==> src/rtl/vrps_pkg.sv <==
// ----------------------------------------------------------------------------
// Video register port package
// Shared command codes, register numbers, controller states and the
// command and status words that pass between controller and datapath.
// ----------------------------------------------------------------------------
package vrps_pkg;

   typedef enum logic [2:0] {
      CMD_WRITE      = 3'd0,
      CMD_READ       = 3'd1,
      CMD_COARSE_X   = 3'd2,
      CMD_INC_Y      = 3'd3,
      CMD_COPY_HORIZ = 3'd4,
      CMD_COPY_VERT  = 3'd5,
      CMD_VBLANK_SET = 3'd6,
      CMD_PRERENDER  = 3'd7
   } cmd_type;

   localparam logic [2:0] REG_CONTROL     = 3'd0;
   localparam logic [2:0] REG_MASK        = 3'd1;
   localparam logic [2:0] REG_STATUS      = 3'd2;
   localparam logic [2:0] REG_SPRITE_ADDR = 3'd3;
   localparam logic [2:0] REG_SPRITE_DATA = 3'd4;
   localparam logic [2:0] REG_SCROLL      = 3'd5;
   localparam logic [2:0] REG_ADDRESS     = 3'd6;
   localparam logic [2:0] REG_DATA        = 3'd7;

   localparam int SPRITE_MEM_BYTES = 256;
   localparam int TABLE_BYTES      = 1024;
   localparam int PALETTE_BYTES    = 32;

   typedef enum logic [2:0] {
      ST_IDLE = 3'b001,
      ST_EXEC = 3'b010,
      ST_LOAD = 3'b100
   } state_type;

   typedef enum logic [1:0] {
      RGN_NONE    = 2'd0,
      RGN_TABLE_A = 2'd1,
      RGN_TABLE_B = 2'd2,
      RGN_PALETTE = 2'd3
   } region_type;

   typedef struct packed {
      logic capture;
      logic execute;
      logic load;
   } ctrl_cmd_type;

   typedef struct packed {
      logic data_read;
   } dp_status_type;

endpackage

==> src/rtl/vrps_ctrl.sv <==
// ----------------------------------------------------------------------------
// Video register port controller
// Sequences one word through capture, execute and, for video data reads,
// a memory load state, and raises the result strobe.
// ----------------------------------------------------------------------------
module vrps_ctrl (
   input  logic                    clock,
   input  logic                    reset,
   input  logic                    start,
   output logic                    busy,
   output logic                    rsp_valid,
   output vrps_pkg::ctrl_cmd_type  cmd,
   input  vrps_pkg::dp_status_type status
);

   vrps_pkg::state_type state_ff, state_in;
   logic                rsp_valid_ff, rsp_valid_in;
   logic                accept;

   assign busy   = (state_ff != vrps_pkg::ST_IDLE);
   assign accept = start && !busy;

   always_comb begin
      state_in     = state_ff;
      rsp_valid_in = 1'b0;
      case (state_ff)
         vrps_pkg::ST_IDLE: begin
            if (accept) begin
               state_in = vrps_pkg::ST_EXEC;
            end
         end
         vrps_pkg::ST_EXEC: begin
            if (status.data_read) begin
               state_in = vrps_pkg::ST_LOAD;
            end else begin
               state_in     = vrps_pkg::ST_IDLE;
               rsp_valid_in = 1'b1;
            end
         end
         vrps_pkg::ST_LOAD: begin
            state_in     = vrps_pkg::ST_IDLE;
            rsp_valid_in = 1'b1;
         end
         default: begin
            state_in = vrps_pkg::ST_IDLE;
         end
      endcase
   end

   always_ff @(posedge clock) begin
      if (reset) begin
         state_ff     <= vrps_pkg::ST_IDLE;
         rsp_valid_ff <= 1'b0;
      end else begin
         state_ff     <= state_in;
         rsp_valid_ff <= rsp_valid_in;
      end
   end

   assign rsp_valid   = rsp_valid_ff;
   assign cmd.capture = accept;
   assign cmd.execute = (state_ff == vrps_pkg::ST_EXEC);
   assign cmd.load    = (state_ff == vrps_pkg::ST_LOAD);

endmodule

==> config.mk <==
export PLATFORM = sky130hd
export DESIGN_NAME = vrps_ctrl
export DESIGN_NICKNAME = d
export VERILOG_FILES = /design/src/rtl/vrps_pkg.sv /design/src/rtl/vrps_ctrl.sv
export SDC_FILE = /design/constraint.sdc
export NUM_CORES = 1
export LEC_CHECK = 0
export ABC_AREA = 1
export BUFFER_PORTS_ARGS = -buffer_cell sky130_fd_sc_hd__buf_2
export CELL_PAD_IN_SITES_DETAIL_PLACEMENT = 0
export CELL_PAD_IN_SITES_GLOBAL_PLACEMENT = 2
export CORE_AREA = 2 2 39 41
export DETAILED_ROUTE_END_ITERATION = 10
export DIE_AREA = 0 0 41 43
export PLACE_DENSITY = 0.6
export SYNTH_ARGS = -nofsm -noshare
export SYNTH_HDL_FRONTEND = slang
export SYNTH_SLANG_ARGS = --single-unit
==> constraint.sdc <==
create_clock -name clock -period 1 [get_ports clock]
set_input_delay 0.1 -clock clock [delete_from_list [all_inputs] [get_ports clock]]
set_output_delay 0.1 -clock clock [all_outputs]
set_load 0.01 [all_outputs]
; ---- Word level (Yosys, flattened, before mapping)
; Index checks and enable logic that the tools add are counted.
[classes]
n_eq_ne = 5
n_mux = 5
n_reduce_logical = 2
[op_table]
columns = op, count
row1 = $mux 3, 2
row2 = $pmux 3 s2, 1
row3 = $eq 3x1->1 const B, 1
row4 = $eq 3x2->1 const B, 1
row5 = $eq 3x3->1 const B, 1
row6 = $ne 3x1->1 const B, 1
row7 = $ne 2x2->1 const B, 1
row8 = $pmux 1 s2, 1
row9 = $logic_and 1x1->1, 1
row10 = $logic_not 1->1, 1
row11 = $mux 1, 1
[word_totals]
input_bits = 4
out_inout_bits = 5
regBits = 4
elab_cells = 14

; ---- Logic depth before layout (Yosys ltp)
; Gate-level depths: netlist of the first run.
[logic_depth]
depth_word = 5
ltp_mapped = 6
mapped_depth_nobuf = 6

; ---- Worst setup path before layout of the first run
; No wires, ideal clock.
[synth_timing]
path_kind = flip-flop to output port
start = register state_ff[1]
end = output port cmd[2] (netlist bit)
n_path_buf = 1
arrival_time_ns = 0.732
t_required_ns = 0.900
setup_slack_ns = 0.168
path_stages_with_launch = 5
path_cell_list = dfxtp_1 -> nor2_2 -> nand2_2 -> nor2_1 -> buf_4
[synth_via]
elab_chain_len = 3
[synth_lines]
columns = item, line_no
row1 = "start, declared", vrps_ctrl.sv:16  ; vrps_pkg::state_type state_ff, state_in;
row2 = "start signal, assigned", vrps_ctrl.sv:52  ; state_ff <= vrps_pkg::ST_IDLE;
row3 = "start signal, assigned", vrps_ctrl.sv:55  ; state_ff <= state_in;
row4 = $ne 3x1->1, vrps_ctrl.sv:20  ; assign busy = (state_ff != vrps_pkg::ST_IDLE);
row5 = net busy, vrps_ctrl.sv:10  ; output logic busy,
row6 = $logic_not 1->1, vrps_ctrl.sv:21  ; assign accept = start && !busy;
row7 = $logic_and 1x1->1, vrps_ctrl.sv:21
row8 = "end, declared", vrps_ctrl.sv:12  ; output vrps_pkg::ctrl_cmd_type cmd,
; The timed path passes the listed nets, and every way through them passes these cells.

==> reports/qor.txt, run 1 <==
Outcome = finished with violations
Failing checks = setup timing
Avg Inst Size Synth = 6.51 um2
XOR/XNOR share of the synthesized area = 0%
Clk pwr share = 41.9%
Final worst setup slack = -0.0432 ns
Total gr overflow = 0
GRT Total Usage = 7.41%
Nets = 49
Drt first pass iters = 2
Fill cell total of the finished layout = 168
Number of synthesized register bits = 4
Die width = 41 um
Most frequent cells after synthesis = inv_1 (10), dfxtp_1 (4), nand2_1 (4), nand3_1 (4)
Mapped Area = 195 um2
Worst setup EP type = output pin
CTS root buf = clkbuf_4
Pleak = 0.186 nW
Mapped Nets = 34
Drc violations = 0
Share of post-route cells with drive strength above 1 = 48.8%
Crit path cell chain = nor2_4 > nand2_2 > nor2_1 > buf_2
Site row count = 14
Antenna violations before repair = 0
Setup CP Type = register to output pin
Ranking of synthesized cells by area = dfxtp_1 (41%), inv_1 (19%), nand3_1 (10%), nand2_1 (7.7%), nor3_1 (5.1%)
Worst skew pair latency = 0.24 ns
Fmax achieved = 959 MHz
Placed cell count = 53
Synthesized instance count = 30
Switch Pwr = 0.125 mW
Die H = 43 um
Combinational family with the most area after synthesis = simple AND/OR/NAND/NOR gates
Peak VDD IR = 272 uV
CTS tree = built
DR vias/cell = 3.68
DIE AREA = 1760 um2
WP buf/inv = 1
Final min period = 1.04 ns
DRT iter0 DRCs = 2
Final Util = 22.2%
Diodes inserted = 0
Core area = 1380 um2
Yosys top cell by area = dfxtp_1
CP delay by family, top = flip-flops
Antenna Violating Nets Remaining = 0
Post-synthesis compound-gate area fraction = 2.56%
Post-synth ARST share = 0%
Worst hold slack = 0.0758 ns
PortBufs = 8
DR WL/cell = 7.73 um
Switch share = 26.1%
Post-synth EDFFs = 0
Routed wire length = 456 um
Bufs on Longest Clock Path = 2
Sink Count = 4
Int Pwr = 0.354 mW
Measured slew at the worst slew-check pin = 0.136 ns
CTS clk-pin slew, worst paths = 0.04 ns
Count leader, synth = inv_1
TNS Setup = -0.0737 ns
RD Place Congestion = 0.647
CTS buffer count = 3
H-tree depth = 1
Simple-Gate Fraction of Synth Area = 33.3%
Synth top area share = 41.0%
DP Worst Slack = 0.152 ns
WP data required = 0.90 ns
Largest net degree at the start of global routing = 5
Max Clock Skew = 0.00135 ns
Combinational share of power = 20.2%
Final Cycle Share = 104%
Synth Area in Adders = 0%
Crit Path Max Fanout = 3
Distinct cells, synth = 10
Vias = 217
Max_cap viols = 0
Vias in the first global route = 218
Final Max Slew Viols = 0
P&R area growth vs syn = 57.1%
Worst path slowest cell = dfxtp_2
Seq pwr share = 37.9%
Sequential area share after synthesis = 41.0%
Ys flop type = dfxtp_1
Crit path launch type = register
Ports = 9
PD cells = 1560 nW/um2
Final setup vio count = 3
Warnings, synthesis = 0
First-pass GRT wire length = 807 um
Fin. Hold Viols = 0
Non-Filler Instances = 59
Post-DP HPWL = 340 um
RSZ-0062 raised after global routing = true
Max incr delay on CP = 0.33 ns
Mux share of post-synthesis cell area = 0%
Relative slew slack = 90.8%
Worst hold path type = primary input to register
Critical path arrival = 0.94 ns
Starting Density = 14.1%
==> cell usage in the layout (no fill, tap or decap), types with 2 or more instances in the layout <==
master	Yosys	final
buf_2	0	8
inv_1	10	9
nor2_1	2	2
buf_4	1	3
dfxtp_2	0	3
nand2_1	4	4
clkbuf_4	0	3
nor3_1	2	2
nand3_1	4	3
==> timing repair <==
item | in CTS | in global routing
gates resized for setup | 5 | 1
endpoints found under the setup margin | 4 | 5
setup buffers | 3 | 0
hold buffers | 0 | 0
pin swaps | 1 | 0
==> kinds of logic after synthesis <==
group                  Yosys count
and+or+nand+nor                 14
AOI/OAI and AO/OA                1
DFF                              4
buffers and inverters           11
==> metrics by stage <==
| step | power [mW] | area (um2) |
|---|---|---|
| final | 0.479 | 307 |
| after global routing | 0.515 | 307 |
| after CTS | 0.487 | 302 |
| after detailed placement | 0.253 | 248 |
| after global placement | 0.255 | 248 |
| after floorplan | 0.232 | 195 |
==> registers in the layout, indices dropped and copies added, names as in the netlist <==
signal,flops
state_ff,3
rsp_valid,1
==> worst paths after layout <==
check | cells after the start | endpoint | from | slack (ns)
setup / recovery | 4 | cmd[2] | state_ff[2] | -0.04
hold / removal | 2 | state_ff[1] | reset | 0.08
setup reg to reg | 7 | state_ff[0] | state_ff[2] | 0.07
hold reg to reg | 2 | state_ff[2] | state_ff[1] | 0.51
==> layout make-up <==
| cell class | count | area, um2 | area share [%] |
|---|---|---|---|
| sequential | 4 | 83.8 | 27.3 |
| multi-input combinational | 15 | 80.1 | 26.1 |
| timing repair buffer | 11 | 62.6 | 20.4 |
| inverter | 10 | 37.5 | 12.2 |
| clock buffer | 3 | 22.5 | 7.35 |
| tap | 16 | 20.0 | 6.53 |
==> metal layers <==
layer | GRT usage [%] | wire (um) | share of wire (%) | vias to the layer above
li1 | - | - | - | 114
met1 | 7.35 | 148 | 32 | 96
met2 | 10.3 | 266 | 58 | 5
met3 | 1.57 | 25 | 5.5 | 2
met4 | 10.0 | 15 | 3.3 | 0
met5 | 0 | 0 | 0 | -
==> power groups by stage <==
stage               clock [mW]  sequential [mW]  combinational [mW]
floorplan                    0            0.179              0.0530
global placement             0            0.180              0.0745
detailed placement           0            0.180              0.0733
CTS                      0.212            0.180              0.0958
global route             0.222            0.182               0.111
finish                   0.201            0.181              0.0966
Note: power is estimated with default switching activity, not from simulation.
==> run 2, diff against run 1 <==
- CELL_PAD_IN_SITES_DETAIL_PLACEMENT: 0 -> 1
- CELL_PAD_IN_SITES_GLOBAL_PLACEMENT: 2 -> 1
- PLACE_DENSITY: 0.6 -> 0.5
- SKIP_LAST_GASP: not set -> 1
==> run 2 against run 1 <==
  * Sequential power is essentially flat
  * Maximum frequency shrank 1.3%
  * The flow still finishes with violations (setup timing)
  * Combinational power shrank 4.7%
  * Sequential share of layout area grew 0.82 points
  * Clock-buffer cell count is the same
  * Cell count shrank 1.7%
  * Largest power group unchanged
  * Critical path type unchanged
  * Setup slack lost 0.013 ns
  * Hold slack lost 0.0030 ns
  * Final area is the same
  * Die area is the same
==> reports/qor.txt, run 2 (synthesis results as in run 1) <==
Outcome = finished with violations (unchanged)
Failing checks = setup timing (unchanged)
RD Place Congestion = 0.659 (was 0.647)
Final setup vio count = 2 (was 3)
Fin. Hold Viols = 0 (unchanged)
Vias = 215 (was 217)
Final worst setup slack = -0.0565 ns (was -0.0432 ns)
Nets = 48 (was 49)
Crit path launch type = register (unchanged)
Worst skew pair latency = 0.23 ns (was 0.24 ns)
Relative slew slack = 91.4% (was 90.8%)
Final Cycle Share = 106% (was 104%)
Hold_buf cts = 0 (unchanged)
Core area = 1380 um2 (unchanged)
CTS buffer count = 3 (unchanged)
Largest reg by FF count = state_ff (unchanged)
Non-Filler Instances = 58 (was 59)
DR vias/cell = 3.71 (was 3.68)
PortBufs = 8 (unchanged)
PD cells = 1530 nW/um2 (was 1560 nW/um2)
CTS root buf = clkbuf_4 (unchanged)
Site row count = 14 (unchanged)
Fmax achieved = 946 MHz (was 959 MHz)
Crit path cell chain = nor2_4 > nand2_2 > nor2_1 > buf_2 (unchanged)
DRT iter0 DRCs = 0 (was 2)
Pleak = 0.180 nW (was 0.186 nW)
DIE AREA = 1760 um2 (unchanged)
Die H = 43 um (unchanged)
Max Clock Skew = 0.00282 ns (was 0.00135 ns)
Routed wire length = 434 um (was 456 um)
Ports = 9 (unchanged)
Placed cell count = 53 (unchanged)
GR peak layer = met2 (unchanged)
Antenna violations before repair = 0 (unchanged)
Max incr delay on CP = 0.33 ns (about the same)
Drc violations = 0 (unchanged)
Antenna Violating Nets Remaining = 0 (unchanged)
Share of post-route cells with drive strength above 1 = 54.8% (was 48.8%)
Final min period = 1.06 ns (was 1.04 ns)
Multi-input gate area = 85.1 um2 (was 80.1 um2)
Critical path arrival = 0.96 ns (was 0.94 ns)
Max_cap viols = 0 (unchanged)
First-pass GRT wire length = 765 um (was 807 um)
DP Worst Slack = 0.127 ns (was 0.152 ns)
P&R area growth vs syn = 57.1% (unchanged)
Diodes inserted = 0 (unchanged)
Starting Density = 14.1% (unchanged)
GRT Total Usage = 7.04% (was 7.41%)
Worst reg-to-reg setup slack = 0.04 ns (was 0.07 ns)
Sink Count = 4 (unchanged)
WP data required = 0.90 ns (about the same)
Setup CP Type = register to output pin (unchanged)
Largest register FFs = 3 (unchanged)
Commonest non-fill, non-tap cell in the layout = buf_2 (was inv_1)
RSZ-0062 raised after global routing = true (unchanged)
Storage cell area = 86.3 um2 (was 83.8 um2)
Worst hold path type = primary input to register (unchanged)
CTS tree = built (unchanged)
Largest net degree at the start of global routing = 5 (unchanged)
Met2 track demand over resource = 10.6% (was 10.3%)
Die width = 41 um (unchanged)
H-tree depth = 1 (unchanged)
Vias in the first global route = 219 (was 218)
Final Util = 22.2% (unchanged)
Worst path slowest cell = dfxtp_2 (unchanged)
Worst setup EP type = output pin (unchanged)
Commonest cells after routing, fill and taps aside = buf_2 (8), inv_1 (7), nand2_1 (4) (was inv_1 (9), buf_2 (8), nand2_1 (4))
Measured slew at the worst slew-check pin = 0.128 ns (was 0.136 ns)
Fill cell total of the finished layout = 182 (was 168)
M3 GR Usage = 4.71% (was 1.57%)
Peak VDD IR = 385 uV (was 272 uV)
Total gr overflow = 0 (unchanged)
Crit Path Max Fanout = 4 (was 3)
DR WL/cell = 7.48 um (was 7.73 um)
GR met1 Demand/Resource = 5.81% (was 7.35%)
Bufs on Longest Clock Path = 2 (unchanged)
CTS clk-pin slew, worst paths = 0.04 ns (about the same)
Final Max Slew Viols = 0 (unchanged)
Drt first pass iters = 1 (was 2)
-- run 2: cell types whose count changed in the layout (fill, tap and decap cells not counted) --
cell,previous run,this run
inv_1,9,7
inv_2,1,3
buf_4,3,2
dfxtp_2,3,2
dfxtp_4,0,1
nand3_1,3,2
nand3_2,1,2
-- run 2: critical path, delay by kind of cell (launching register included) --
kind	cells	cell delay [ns]
buffers and inverters	1	0.13
DFF	1	0.33
and+or+nand+nor	3	0.27
-- run 2: timing repair --
item | CTS | global route
pin swaps | 1 | 1
setup buffers | 2 | 0
gates resized for setup | 6 | 4
setup endpoints to repair | 4 | 5
-- run 2: final cells by class --
cell class | count | area share, %
Sequential cell | 4 | 28.2
Multi-Input combinational cell | 15 | 27.8
Timing Repair Buffer | 10 | 18.0
Inverter | 10 | 12.2
Clock buffer | 3 | 7.35
Tap cell | 16 | 6.53
-- run 2: through the flow --
step	area (um2)	total power [mW]	setup TNS, ns	hold slack (ns)
final	307	0.469	-0.0601	0.0728
after global routing	307	0.509	-0.304	0.0693
after CTS	299	0.478	-0.105	0.0718
after detailed placement	248	0.256	0	0.327
after global placement	248	0.256	0	0.334
after floorplan	195	0.232	0	0.169
-- run 2: final timing paths --
check                                  from     endpoint  depth (start not counted)
worst min-delay path                  reset  state_ff[2]                          2
worst max register to register  state_ff[1]  state_ff[0]                          7
worst min register to register  state_ff[1]  state_ff[2]                          2
worst max-delay path            state_ff[1]       cmd[2]                          4
-- run 2: layer usage --
layer / share of wire, % / vias up
li1: - / 111
met1: 35 / 97
met2: 55 / 5
met3: 6.5 / 2
met4: 2.3 / 0
met5: 0 / -
-- run 2: power breakdown --
| group | switching (mW) | internal (mW) |
|---|---|---|
| Sequential | 0.0114 | 0.172 |
| Combinational | 0.0486 | 0.0435 |
| Clock | 0.0600 | 0.134 |
| Total | 0.120 | 0.349 |
